--- config.mk ---
export PLATFORM = sky130hd
export DESIGN_NAME = xdlzss_ctrl
export DESIGN_NICKNAME = d
export VERILOG_FILES = /design/src/hdl/xdlzss_pkg.sv /design/src/hdl/xdlzss_ctrl.sv
export SDC_FILE = /design/constraint.sdc
export NUM_CORES = 1
export LEC_CHECK = 0
export ABC_CLOCK_PERIOD_IN_PS = 2900
export BUFFER_PORTS_ARGS = -buffer_cell sky130_fd_sc_hd__buf_2
export CORE_AREA = 2 2 39 41
export DETAILED_ROUTE_END_ITERATION = 8
export DIE_AREA = 0 0 41 43
export SLEW_MARGIN = 20
export SYNTH_ARGS = -nofsm -noshare
export SYNTH_HDL_FRONTEND = slang
export SYNTH_SLANG_ARGS = --single-unit
--- constraint.sdc ---
create_clock -name clock -period 2.9 [get_ports clock]
set_input_delay 0.145 -clock clock [delete_from_list [all_inputs] [get_ports clock]]
set_output_delay 0.145 -clock clock [all_outputs]
set_load 0.01 [all_outputs]
--- src/hdl/xdlzss_pkg.sv ---
// ----------------------------------------------------------------------------
// xdlzss_pkg
// Shared types and constants for the descrambling LZSS decoder.
// ----------------------------------------------------------------------------
package xdlzss_pkg;

   // Default history window depth in bytes.
   localparam int unsigned WINDOW_SIZE_DEF = 4096;

   // Window bytes kept free before the write start (start = size - 18).
   localparam int unsigned WIN_START_GAP = 18;

   // Width of the configuration register index.
   localparam int unsigned CSR_IDX_W = 1;

   // Configuration register indexes.
   localparam logic [CSR_IDX_W-1:0] CSR_OUTPUT_LENGTH     = 1'b0;
   localparam logic [CSR_IDX_W-1:0] CSR_DESCRAMBLE_ENABLE = 1'b1;

   // Marker bit placed above a freshly loaded flag byte.
   localparam logic [8:0] FLAG_MARK = 9'h100;

   // A match length field is stored with this bias removed.
   localparam logic [4:0] MATCH_BIAS = 5'd3;

   // Commands from the controller to the datapath.
   typedef struct packed {
      logic accept;       // take the input item this cycle
      logic emit_lit;     // produce the held literal byte
      logic emit_match;   // produce the window byte at the read pointer
   } cmd_type;

   // Status from the datapath to the controller.
   typedef struct packed {
      logic go_lit;       // the offered item is a literal to produce
      logic go_match;     // the offered item completes a match token
      logic out_free;     // the result register can take a new item
      logic emit_ok;      // the output limit allows another byte
      logic match_last;   // this match byte ends the run
   } status_type;

   // Controller states, one-hot.
   typedef enum logic [3:0] {
      ST_IDLE = 4'b0001,
      ST_LIT  = 4'b0010,
      ST_MRD  = 4'b0100,
      ST_MWR  = 4'b1000
   } state_type;

endpackage

--- src/hdl/xdlzss_ctrl.sv ---
// ----------------------------------------------------------------------------
// xdlzss_ctrl
// Controller state machine: sequences item intake, literal output and the
// read/write steps of a match copy.
// ----------------------------------------------------------------------------
module xdlzss_ctrl (
   input  logic                 clock,
   input  logic                 reset,
   input  logic                 req_valid,
   output logic                 req_stall,
   input  xdlzss_pkg::status_type sts,
   output xdlzss_pkg::cmd_type    cmd
);

   xdlzss_pkg::state_type state_ff, state_in;

   // Input items are taken only between decode operations.
   assign req_stall = (state_ff != xdlzss_pkg::ST_IDLE);

   // Next state and commands.
   always_comb begin
      state_in       = state_ff;
      cmd.accept     = 1'b0;
      cmd.emit_lit   = 1'b0;
      cmd.emit_match = 1'b0;
      unique case (state_ff)
         xdlzss_pkg::ST_IDLE: begin
            if (req_valid) begin
               cmd.accept = 1'b1;
               if (sts.go_lit) begin
                  state_in = xdlzss_pkg::ST_LIT;
               end else if (sts.go_match) begin
                  state_in = xdlzss_pkg::ST_MRD;
               end
            end
         end
         xdlzss_pkg::ST_LIT: begin
            if (sts.out_free) begin
               cmd.emit_lit = 1'b1;
               state_in     = xdlzss_pkg::ST_IDLE;
            end
         end
         xdlzss_pkg::ST_MRD: begin
            // Window read is in flight; data is ready next cycle.
            state_in = xdlzss_pkg::ST_MWR;
         end
         xdlzss_pkg::ST_MWR: begin
            if (sts.out_free) begin
               cmd.emit_match = 1'b1;
               if (!sts.emit_ok || sts.match_last) begin
                  state_in = xdlzss_pkg::ST_IDLE;
               end else begin
                  state_in = xdlzss_pkg::ST_MRD;
               end
            end
         end
         default: begin
            state_in = xdlzss_pkg::ST_IDLE;
         end
      endcase
   end

   // State register.
   always_ff @(posedge clock) begin
      if (reset) begin
         state_ff <= xdlzss_pkg::ST_IDLE;
      end else begin
         state_ff <= state_in;
      end
   end

endmodule

==> key figures <==
Status
  • Status: completed

Drt
  • Vias: 280
  • Drt pass-1 iters: 2
  • Initial DRC count: 5
  • Antenna-violating nets left: 0
  • Via-to-Cell Ratio: between 4 and 5
  • DRC errors left: 0
  • Routed Wire Length: about 600 um
  • Avg WL per Cell: between 10 and 15 um

Finish
  • Layout Nets: 55
  • Fraction of layout cells with a size suffix above 1: approximately 40%
  • Most flop-heavy register: state_ff
  • Layout area overhead: 36.45%
  • Max reg flops: 4
  • # diodes: 0
  • Utilization after layout: between 20% and 30%
  • Largest regs: state_ff: 4 flops

Pwr
  • Worst VDD drop: 0.0001371 V
  • Sw Ratio: 28.46%
  • Internal power: ~0.13 mW
  • Total design power: 0.1874 mW
  • Net Switching: approximately 0.053 mW
  • Pwr dens: approximately 510 nW/um2
  • Sequential share of power: 37.0%
  • Combinational power share: roughly a quarter
  • Cell leakage power: 0.1664 nW
  • Clock power frac: between 30% and 40%

STA
  • Setup ws final: 1.438 ns
  • Final Skew: around 0.00028 ns
  • Setup TNS: 0 ns
  • Normalized max-slew margin: 78.38%
  • Number of failing hold endpoints at the final stage: 0
  • Worst hold slack: around 0.11 ns
  • Endpoints failing setup: 0
  • Slew Viols, Final: 0
  • Fin crit share: roughly half
  • RSZ-0062 raised after global routing: no
  • Tightest Pin Transition: between 0.3 and 0.4 ns
  • Tmin final: about 1.5 ns
  • Maximum clock frequency: approximately 680 MHz

Clocking
  • CTS tree: yes
  • Hold buffer count at CTS: 0
  • CTS resizes: 0
  • Longest Clk Path Bufs: 2
  • Reg clk slew, reported paths: approximately 0.040 ns
  • Clk_lat worst skew: 0.23 ns
  • CTS Buf Count: 3
  • CTS sink cnt: 4
  • H-tree Lvls: 1
  • Clk root buf: clkbuf_4
  • Setup bufs post-CTS: 0

Worst setup path
  • CP required: around 2.8 ns
  • Crit path max fanout: 8
  • CP Launch Type: register
  • Worst R2R Start: state_ff[3]
  • CP Class: register to output port
  • CP Capture Type: output port
  • Crit path arrival time: 1.32 ns
  • Setup crit start: state_ff[3]

Yosys
  • Syn nets: 39
  • Most common library cells after synthesis: dfxtp_1 (4), a21oi_1 (2), nand3_1 (2), nor3_1 (2), o21ai_0 (2)
  • Main synth FF type: dfxtp_1
  • Top-count cell post-synth: dfxtp_1
  • Top-area cell type share of the netlist area: 29.91%
  • Avg Inst Size Synth: approximately 8.6 um2
  • Yosys warns: 0
  • Post-synth ARST share: 0%
  • Mapped Area: approximately 270 um2
  • Sequential area share after synthesis: between 20% and 30%
  • Synthesis-stage register bit count: 4
  • Synth Instances: 31
  • Top cells by area, synth: dfxtp_1 (30%), nor4b_4 (8.9%), a21bo_2 (3.7%), a21oi_1 (3.7%), nand3_1 (3.7%)
  • Distinct cells, synth: 24
  • Area leader, netlist: dfxtp_1
  • Post-synth EDFFs: 0

Placement
  • Quantity of I/O buffers inserted on ports: 11
  • DP Worst Slack: between 1.5 and 2 ns
  • Final Wtd Congestion: ~0.68
  • Post-DP HPWL: between 500 and 600 um

Floorplan
  • Die W: a little over 40 um
  • Die Area: 1763 um2
  • Vert. Die Dim: between 40 and 50 um
  • Starting Density: between 10% and 20%
  • Site Rows: 14
  • Ports: 12
  • CORE AREA: 1384 um2

Flow run
  • Max cap viols: 0

Global routing
  • First-pass GRT wire length: between 1 and 1.5 mm
  • Overflow after GRT: 0
  • Initial antenna violation count: 0
  • Largest net degree at the start of global routing: 9
  • GRT Util Overall: 9.729%
  • Number of global-route vias before repair: between 200 and 300

Min path
  • Hold Crit Start: reset
  • HP Class: primary input to register
-- cells in the final DEF, fill, tap and decap left out, types with 2 or more instances in the layout --
cell       n
o21ai_0    2
nor3_1     2
nand3_1    2
clkbuf_4   3
a21oi_1    2
dfxtp_1    4
buf_2     11
-- critical path, stage by stage (launching register included) --
cell and delay [ns]:
dfxtp_1 0.47, or3b_1 0.40, nor2_1 0.09, buf_2 0.13
-- cells by family (layout without fill, tap and decap cells) --
kind of cell / Yosys count / after routing / synth area share (%)
and+or+nand+nor: 16 / 16 / 44.40
AOI/OAI and AO/OA: 8 / 8 / 19.63
DFF: 4 / 4 / 29.91
buffers and inverters: 2 / 16 / 2.801
xor gates and xnor gates: 1 / 1 / 3.272
-- per-stage QoR --
stage	instances	cell area [um2]
floorplan	31	267.8
global placement	58	342.8
detailed placement	58	342.8
CTS	61	365.4
global route	61	365.4
finish	61	365.4
-- layer usage --
metal | part of all wire [%] | routed length [um] | track usage [%]
met5 | 0 | 0 | 0
met4 | 0 | 0 | 8.000
met3 | 6.4 | 39 | 6.283
met2 | 55 | 339 | 14.06
met1 | 38 | 236 | 8.974
-- worst paths after layout --
kind	endpoint	slack (ns)	cells past startpoint
worst min register to register	state_ff[1]	0.58	2
worst min-delay path	state_ff[1]	0.11	2
worst max-delay path	cmd[0]	1.44	3
worst max register to register	state_ff[2]	1.68	3
-- power by group through the flow --
stage | Sequential [mW] | Combinational [mW] | Clock, mW
after global placement | 0.0704 | 0.0497 | 0
after floorplan | 0.0681 | 0.0343 | 0
final | 0.0694 | 0.0497 | 0.0683
after CTS | 0.0694 | 0.0507 | 0.0735
after global routing | 0.0704 | 0.0555 | 0.0812
after detailed placement | 0.0703 | 0.0505 | 0
-- area by class of cell --
class                   instances  area, um2
multi-input cells              25      180.2
flip-flops and latches          4      80.08
inverters                       2      7.507
clock buffers                   3      22.52
repair buffers                 11      55.05
fillers                       159       1018
well taps                      16      20.02
Power figures use the tool's default switching activity.
